===== src/hdl/pep_pkg.sv =====
// shared constants, widths, codes and types of the polygon edge pick unit
// no dependencies; imported by all files but pep_ram and assert_macros.svh
`timescale 1ns / 1ps

package pep_pkg;

  // geometry limits
  localparam int MAX_VERTICES = 8;
  localparam int COORD_BITS   = 16;

  // field widths
  localparam int MODE_W     = 1;
  localparam int SLOT_W     = 3;
  localparam int VCOUNT_W   = 4;
  localparam int DIST_W     = 8;
  localparam int CFG_IDX_W  = 2;
  localparam int CFG_DATA_W = 8;

  // vertex store
  localparam int IDX_W = $clog2(MAX_VERTICES);
  localparam int CNT_W = $clog2(MAX_VERTICES + 1);
  localparam int VTX_W = 2 * COORD_BITS;

  // datapath widths
  localparam int DIFF_W  = COORD_BITS + 1;
  localparam int L2_W    = 2 * COORD_BITS + 2;
  localparam int DOT_W   = 2 * COORD_BITS + 3;
  localparam int OVER_W  = DOT_W + 1;
  localparam int D2_W    = 2 * DIST_W;
  // magnitudes at or above 2^CAP_W can never pass the distance test
  localparam int CAP_W   = (D2_W + L2_W) / 2;
  localparam int SQ_W    = 2 * CAP_W;
  localparam int CMP_W   = SQ_W + L2_W;
  localparam int MUL_A_W = CAP_W + 1;
  localparam int MUL_B_W = L2_W + 1;
  localparam int PROD_W  = MUL_A_W + MUL_B_W;

  // item modes
  localparam logic [MODE_W-1:0] MODE_WRITE = MODE_W'(0);
  localparam logic [MODE_W-1:0] MODE_QUERY = MODE_W'(1);

  // configuration register indexes
  localparam logic [CFG_IDX_W-1:0] CFG_VERTEX_COUNT = CFG_IDX_W'(0);
  localparam logic [CFG_IDX_W-1:0] CFG_SEL_DIST     = CFG_IDX_W'(1);

  // configuration reset values
  localparam logic [VCOUNT_W-1:0] VCOUNT_RESET = VCOUNT_W'(4);
  localparam logic [DIST_W-1:0]   DIST_RESET   = DIST_W'(8);

  // query handed to the sequencer
  typedef struct packed {
    logic signed [COORD_BITS-1:0] px;
    logic signed [COORD_BITS-1:0] py;
    logic [CNT_W-1:0]             n;
    logic [DIST_W-1:0]            d;
  } pep_query_t;

  // answer of one query
  typedef struct packed {
    logic             hit;
    logic [IDX_W-1:0] pick;
  } pep_result_t;

  // sequencer status toward the top level
  typedef struct packed {
    logic idle;
    logic done;
  } pep_seq_status_t;

endpackage


===== src/hdl/pep_mul.sv =====
// shared signed multiplier with a registered product
// depends on pep_pkg
`timescale 1ns / 1ps

module pep_mul import pep_pkg::*; (
  input  logic                      clk_i,
  input  logic signed [MUL_A_W-1:0] a_i,
  input  logic signed [MUL_B_W-1:0] b_i,
  output logic signed [PROD_W-1:0]  p_o
);

  logic signed [PROD_W-1:0] p_q;

  // one product per cycle
  always_ff @(posedge clk_i) begin
    p_q <= PROD_W'(a_i) * PROD_W'(b_i);
  end

  assign p_o = p_q;

endmodule


===== config.mk =====
export PLATFORM = sky130hd
export DESIGN_NAME = pep_mul
export DESIGN_NICKNAME = d
export VERILOG_FILES = /design/src/hdl/pep_pkg.sv /design/src/hdl/pep_mul.sv
export SDC_FILE = /design/constraint.sdc
export NUM_CORES = 2
export LEC_CHECK = 0
export BUFFER_PORTS_ARGS = -buffer_cell sky130_fd_sc_hd__clkbuf_2
export CAP_MARGIN = 20
export CORE_ASPECT_RATIO = 1.4
export CORE_UTILIZATION = 45
export DETAILED_ROUTE_END_ITERATION = 10
export HOLD_SLACK_MARGIN = 0.02
export SYNTH_ARGS = -nofsm -noshare
export SYNTH_HDL_FRONTEND = slang
export SYNTH_SLANG_ARGS = --single-unit

===== constraint.sdc =====
create_clock -name clk_i -period 10 [get_ports clk_i]
set_clock_uncertainty 0.1 [all_clocks]
set_input_delay 0.5 -clock clk_i [delete_from_list [all_inputs] [get_ports clk_i]]
set_output_delay 0.5 -clock clk_i [all_outputs]
set_load 0.03 [all_outputs]

==> out/metrics.csv <==
metric,value,unit
post-place-ws,1.085,ns
status,"finished, final reports clean",
detail-route-antenna-nets,0,
finish.instance_area,34650,µm²
arrival,8.69,ns
port_buffers,122,
design.core.area,72610,µm²
die_h,322.2,µm
syn_inst,3591,
nets,4729,
cts.sinks,61,
ys.flop_type,dfxtp_1,
slew_viol_final,0,
ys_ff_latch,61,
yosysWarningCount,0,
ioPinCount,123,
start_util,0.4540,
vias_per_cell,5.145,
cts_tree,yes,
grt_pass1_vias,25940,
syn_nets,4743,
n_fill_cell,7099,
end_kind,flip-flop,
drt_wl_total,90700,µm
drv_cap,0,
grt_overflow_total,0,
fmax,117.5,MHz
setup_tns,0,ns
post-cts-setup-buffer-count,0,
cts_buffers,9,
finalCriticalPeriod,8.510,ns
drc,0,
ys_seq_area_frac,0.03705,
startpoint_type,input pin,
rsz0062_at_grt,no,
synth.distinct_cells,53,
synth_area,32960,µm²
ys_async_sr_fraction,0,
dpl_cell_area,34320,µm²
dieArea,74350,µm²
hold_depth,2,
holdBufCountCts,0,
required,10.18,ns
largest_register_ffs,61,
synth_edf_count,0,
gp_congestion,0.8932,
setup_viol,0,
wl_per_cell,19.99,µm
dp_hpwl,75550,µm
syn_to_final_growth,5.128,%
htreeDepth,3,
first_pass_iters,6,
hold_class,input pin to flip-flop,
fin_crit_sh,0.8510,
vias,23340,
syn_area_per_cell,9.179,µm²
path_max_fanout,20,
grt_max_degree,36,
cts_root_buffer,clkbuf_16,
grt_pass1_wl,145400,µm
slew_headroom,0.3442,
hold_violations,0,
drive_gt1_frac,0.05165,
die_x,230.7,µm
fp-row-count,117,
critPathKind,input pin to flip-flop,
cts-resized-gates,0,
setup_slack,1.490,ns
post-route-util,0.4773,
clk_pin_slew,0.07,ns
track_usage,0.2623,
drt_iter0_markers,1088,
cts_buffer_depth,2,
antenna_found_initial,1,
tightest_slew,0.9836,ns
cell usage after synthesis, types with 14 or more instances:
cell type,number,share of area
inv_1,964,0.11
nand2b_1,15,0.0028
nand3_1,15,0.0023
o21ai_0,25,0.0038
and2_1,377,0.072
xor2_1,20,0.0053
a21oi_1,49,0.0074
o21a_1,14,0.0032
fa_1,926,0.56
clkbuf_1,171,0.019
nor3_1,16,0.0024
a21o_1,33,0.0075
dfxtp_1,61,0.037
ha_1,164,0.062
nor2_1,62,0.0071
nand2_1,533,0.061
xnor2_1,41,0.011
critical path: stages:
cell and delay (ns):
clkbuf_2 0.49, buf_4 0.39, nand2_1 0.11, fa_1 0.53
fa_1 0.57, inv_1 0.06, fa_1 0.48, fa_1 0.75
fa_1 0.49, fa_1 0.49, inv_1 0.05, fa_1 0.47
inv_1 0.04, ha_1 0.40, and4_1 0.25, and3_1 0.24
o311ai_0 0.15, a31oi_1 0.62, nor2_2 0.16, o21ai_1 0.53
a41oi_2 0.30, a211oi_1 0.35, a211oi_1 0.11, xnor2_1 0.13
cell families (layout without fill, tap and decap cells):
family	Yosys count	in the layout	share of synthesized area
AOI/OAI and AO/OA	184	184	0.03701
other	0	2	0
and+or+nand+nor	1051	1051	0.1541
muxes	1	1	0.0003037
DFF	61	61	0.03705
adders and majority gates	1090	1090	0.6246
buffers and inverters	1143	1134	0.1307
xor gates and xnor gates	61	61	0.01621
placed cells by master, fill, tap and decap left out, drive strengths merged, types with 2 or more instances in the layout:
cell and instances:
clkinv 2, a31oi 5, xnor2 41, or3 4
and2 377, a21o 33, o21bai 12, o31ai 2
and4 3, a211o 3, diode 2, ha 164
and3 5, a41oi 2, xor2 20, nand2 533
o21a 14, clkbuf 131, nand3 15, inv 967
nor2 63, fa 926, a21oi 52, a211oi 12
nor2b 2, a221oi 2, dfxtp 61, nor4 2
buf 32, nand2b 15, nor3 17, a21boi 5
nand4 13, bufinv 2, o211ai 6, o21ai 31
stage by stage:
stage	hold slack [ns]	std cells
2_1_floorplan	0.5273	3591
3_3_place_gp	0.8431	4518
3_5_place_dp	0.8413	4518
4_1_cts	0.7379	4534
5_1_grt	0.7917	4534
6_report	0.7818	4536
final cells by class:
cell class / instances / area (µm²) / share of cell area
Antenna cell: 2 / 5.005 / 0.0001444
Sequential cell: 61 / 1221 / 0.03524
Inverter: 964 / 3618 / 0.1044
Clock inverter: 7 / 106.4 / 0.003069
Multi-Input combinational cell: 2387 / 27440 / 0.7917
Timing Repair Buffer: 154 / 850.8 / 0.02455
Clock buffer: 9 / 225.2 / 0.006499
Tap cell: 952 / 1191 / 0.03437
per-layer routing:
layer  wire length (µm)  track usage
met1              31550       0.2852
met2              49880       0.4859
met3               3017      0.02802
met4               6252       0.1623
met5                  0            0
final timing paths:
path | start | to | slack [ns]
worst max-delay path | a_i[12] | p_o[59] | 1.49
worst min-delay path | a_i[0] | p_o[0] | 0.78
Power is not shown: default switching activity piles up to over one toggle a cycle in this logic, so the estimate is an artifact.
