### src/hdl/pep_ram.sv
// generic single-write, single-read RAM with registered read data
// no dependencies
`timescale 1ns / 1ps

module pep_ram #(
  parameter int WIDTH = 32,
  parameter int DEPTH = 8
) (
  input  logic                                     clk_i,
  input  logic                                     we_i,
  input  logic [((DEPTH > 1) ? $clog2(DEPTH) : 1)-1:0] waddr_i,
  input  logic [WIDTH-1:0]                         wdata_i,
  input  logic [((DEPTH > 1) ? $clog2(DEPTH) : 1)-1:0] raddr_i,
  output logic [WIDTH-1:0]                         rdata_o
);

  logic [WIDTH-1:0] mem_q [DEPTH];
  logic [WIDTH-1:0] rdata_q;

  // write port and registered read port
  always_ff @(posedge clk_i) begin
    if (we_i) begin
      mem_q[waddr_i] <= wdata_i;
    end
    rdata_q <= mem_q[raddr_i];
  end

  assign rdata_o = rdata_q;

endmodule

### config.mk
export PLATFORM = sky130hd
export DESIGN_NAME = pep_ram
export DESIGN_NICKNAME = d
export VERILOG_FILES = /design/src/hdl/pep_ram.sv
export SDC_FILE = /design/constraint.sdc
export NUM_CORES = 1
export LEC_CHECK = 0
export BUFFER_PORTS_ARGS = -buffer_cell sky130_fd_sc_hd__buf_2
export CORE_ASPECT_RATIO = 1.5
export CORE_UTILIZATION = 59
export DETAILED_ROUTE_END_ITERATION = 8
export MAX_ROUTING_LAYER = met4
export PLACE_DENSITY = 0.85
export SETUP_SLACK_MARGIN = 0.15
export SLEW_MARGIN = 20
export SYNTH_ARGS = -nofsm -noshare
export SYNTH_HDL_FRONTEND = slang
export SYNTH_SLANG_ARGS = --single-unit
### constraint.sdc
create_clock -name clk_i -period 4.5 [get_ports clk_i]
set_input_delay 0.45 -clock clk_i [delete_from_list [all_inputs] [get_ports clk_i]]
set_output_delay 0.45 -clock clk_i [all_outputs]
set_load 0.005 [all_outputs]
==> results.txt <==
----------------------------------------------------
[Status]
  Run status ... finished clean

[Synth]
  Mapped Cells ... 415
  Most frequent cell after synthesis ... sky130_fd_sc_hd__edfxtp_1
  Main combinational cell family by area after synthesis ... multiplexers
  Netlist cell types ... 13
  Number of nets produced by synthesis ... 455
  Synth Register Bits ... 288
  Number of warnings printed during yosys synthesis ... 0
  Avg Synthesized Cell Area ... 25.2 um2
  Proportion of synthesized flip-flops having asynchronous set or reset ... 0%
  Commonest cells in the netlist ... 256 x sky130_fd_sc_hd__edfxtp_1, 40 x sky130_fd_sc_hd__mux4_1, 32 x sky130_fd_sc_hd__dfxtp_1, 32 x sky130_fd_sc_hd__mux2_2, 24 x sky130_fd_sc_hd__mux4_2
  Share of synthesized area spent on multiplexers ... 18.6%
  Prevailing post-synth register cell ... sky130_fd_sc_hd__edfxtp_1
  Area share of xor/xnor cells in the synthesized design ... 0%
  EDFF count, synth ... 256
  Cell types occupying the most area after synthesis ... sky130_fd_sc_hd__edfxtp_1 73%, sky130_fd_sc_hd__mux4_1 10%, sky130_fd_sc_hd__dfxtp_1 6.1%
  Cell taking the most area after synthesis ... sky130_fd_sc_hd__edfxtp_1
  Compound-gate portion of the synthesized area ... 0%
  Mapped Area ... 10500 um2
  Fraction of the mapped netlist area in simple logic gates ... 0.562%
  Fraction of synthesized cell area taken by the top area cell type ... 73.4%
  Sequential area share after synthesis ... 79.6%
  Fraction of the mapped netlist area in adder cells ... 0%

[Route]
  Antenna viol nets, final ... 0
  Average wire per cell in the routed design ... 24.5 um
  Via count ... 4534
  Detailed-route DRC error count ... 0
  Via-per-instance ratio ... 6.17
  Total routed wirelength ... 18.0 mm
  Initial DRC count ... 208
  Length of the first detailed-routing pass in iterations ... 4

[Clocking]
  Maximum clock path buffer count ... 3
  CTS tree ... done
  Count of instances resized after the clock tree is built ... 0
  CTS Buf Count ... 24
  Clock H-tree levels ... 1
  CTS Root Buffer Type ... sky130_fd_sc_hd__clkbuf_16
  Setup fix buffers added after clock tree synthesis ... 0
  # clock sinks ... 288
  Post-cts hold buffer count ... 0
  Clock transition at the register clock pins on the worst setup and hold paths after CTS ... 0.07 ns
  Clock Latency Late Sink ... 0.51 ns

[STA]
  Fmax ... 0.528 GHz
  Number of setup violations in the final report ... 0
  Max-slew violation count ... 0
  Portion of the clock cycle consumed by the worst path in the final layout ... 42.1%
  Post-route minimum period ... 1.89 ns
  Total Negative Setup Slacks ... 0 ns
  Tightest slew margin relative to the limit ... 37.4%
  Setup repair after global routing missed its margin ... no
  Measured slew at the worst slew-check pin ... 0.939 ns
  Hold violation count in the final report ... 0
  Worst Clk Skew ... 0.0153 ns
  Min Hold Slack ... 0.199 ns

[Die]
  Width of the die ... 111 um
  DIE AREA ... 18300 um2
  Floorplan die height ... 165 um
  Area of the core region ... 17300 um2
  Effective utilization at floorplan ... 60.3%
  Number of placement rows ... 59
  Count of boundary I/O pins ... 72

[Critical path]
  Nature of the critical path startpoint ... input port
  Worst Path Max Fanout ... 39
  Crit path required time ... 4.90 ns
  Delay of the slowest cell on the worst path ... 0.66 ns
  Arr. time, crit path ... 2.29 ns
  Worst Setup End Kind ... flop
  Crit path kind ... in -> reg
  Worst Reg-to-Reg Cells ... 2
  Library cell contributing the largest single delay on the critical path ... sky130_fd_sc_hd__buf_2
  Sequence of cells on the critical path ... buf_2 > buf_4 > mux4_1 > mux2_2

[Placement]
  Input/output buffers ... 71
  Weighted congestion at the end of routability-driven global placement ... 0.668
  DP Wirelength ... 9.35 mm

[Power and ir drop]
  Share of total power consumed by net switching ... 18.9%
  Worst voltage drop across the vdd grid ... 392 uV
  Cell leakage power ... 0.00405 uW
  Total net switching power ... 1020 uW
  Share of total power in sequential cells ... 56.5%
  Power per unit of standard cell area ... 453 nW/um2
  Internal Pwr Total ... 4370 uW
  Share of total power in the clock network ... 38.6%
  Share of power burned in combinational logic ... 4.9%

[Global routing]
  Total overflow reported by the global router ... 0
  Number of antenna violations at the first check in global routing ... 0
  First-pass GRT wire length ... 26.9 mm
  Largest net degree at the start of global routing ... 65
  GRT Resource Usage Total ... 20.6%
  Vias in the first global route ... 4684

[Final layout]
  Area growth from synthesis to final layout ... 13.7%
  Net count, final ... 543
  Fraction of layout cells with a size suffix above 1 ... 34.7%
  Number of fill cells in the layout ... 966

[Job]
  Max-cap violations ... 0

[Min path]
  Cell count of the worst hold path ... 1
  Class of the most critical hold timing path ... in -> reg

----------------------------------------------------
layer usage:
metal	vias to the layer above	wire, um	global-route usage, %
met3	35	1010	3.32
met4	0	414	6.91
li1	1956	-	-
met5	-	0	-
met1	2373	7090	26.1
met2	170	9460	34.7
power by group through the flow:
stage	Clock [uW]	Sequential (uW)	Combinational [uW]
after CTS	2120	3050	271
final	2080	3050	266
after detailed placement	0	3110	268
after global placement	0	3100	253
after floorplan	0	3100	153
after global routing	2220	3060	286
registers in the layout (all words and copies together) (netlist names):
signal,cells
mem_q,256
rdata_o,32
logic make-up (layout without fill, tap and decap cells):
group | Yosys count | after routing
other cells | 0 | 1
buf+inv | 18 | 124
flops | 288 | 288
simple gates | 13 | 13
mux | 96 | 96
critical path, delay by kind of cell:
kind,cells,cell delay (ns)
buf+inv,2,1.14
mux,2,0.66
final timing paths:
kind / end / startpoint / slack [ns]
max reg2reg: rdata_o[1] / mem_q[4][1] / 3.19
min reg2reg: rdata_o[25] / mem_q[2][25] / 0.67
min: mem_q[7][25] / wdata_i[25] / 0.20
max: rdata_o[1] / raddr_i[2] / 2.61
layout make-up:
type                       instances  area, um2  area share [%]
tap                              213        267            2.24
multi-input combinational        109       2070            17.4
timing repair buffer              80        429            3.61
antenna                            1       2.50          0.0210
sequential                       288       8330            70.0
clock buffer                      32        672            5.65
clock inverter                    12        135            1.14
stage by stage:
stage / util (%) / area [um2] / setup slack [ns] / std cells / power, uW
2_1_floorplan: - / 10500 / 1.20 / 415 / 3250
6_report: 68.6 / 11900 / 2.61 / 735 / 5400
5_1_grt: 68.6 / 11900 / 2.53 / 734 / 5560
3_3_place_gp: 63.9 / 11100 / 2.12 / 690 / 3350
4_1_cts: 68.6 / 11900 / 2.58 / 734 / 5440
3_5_place_dp: 63.9 / 11100 / 2.05 / 690 / 3370
cells in the final DEF, fill, tap and decap left out:
master	synthesis	layout
sky130_fd_sc_hd__bufinv_16	0	3
sky130_fd_sc_hd__clkbuf_8	0	2
sky130_fd_sc_hd__clkinv_2	0	6
sky130_fd_sc_hd__clkinv_1	0	2
sky130_fd_sc_hd__buf_4	0	9
sky130_fd_sc_hd__mux4_1	40	40
sky130_fd_sc_hd__nand2b_1	3	3
sky130_fd_sc_hd__nor2_4	0	6
sky130_fd_sc_hd__mux4_2	24	24
sky130_fd_sc_hd__buf_6	7	1
sky130_fd_sc_hd__clkbuf_1	1	5
sky130_fd_sc_hd__clkbuf_16	0	25
sky130_fd_sc_hd__nor3_2	0	2
sky130_fd_sc_hd__edfxtp_1	256	256
sky130_fd_sc_hd__dfxtp_1	32	32
sky130_fd_sc_hd__diode_2	0	1
sky130_fd_sc_hd__mux2_2	32	32
sky130_fd_sc_hd__nand2_1	2	2
sky130_fd_sc_hd__clkinvlp_4	0	1
sky130_fd_sc_hd__buf_2	6	70
Note: power is estimated with default switching activity, not from simulation.
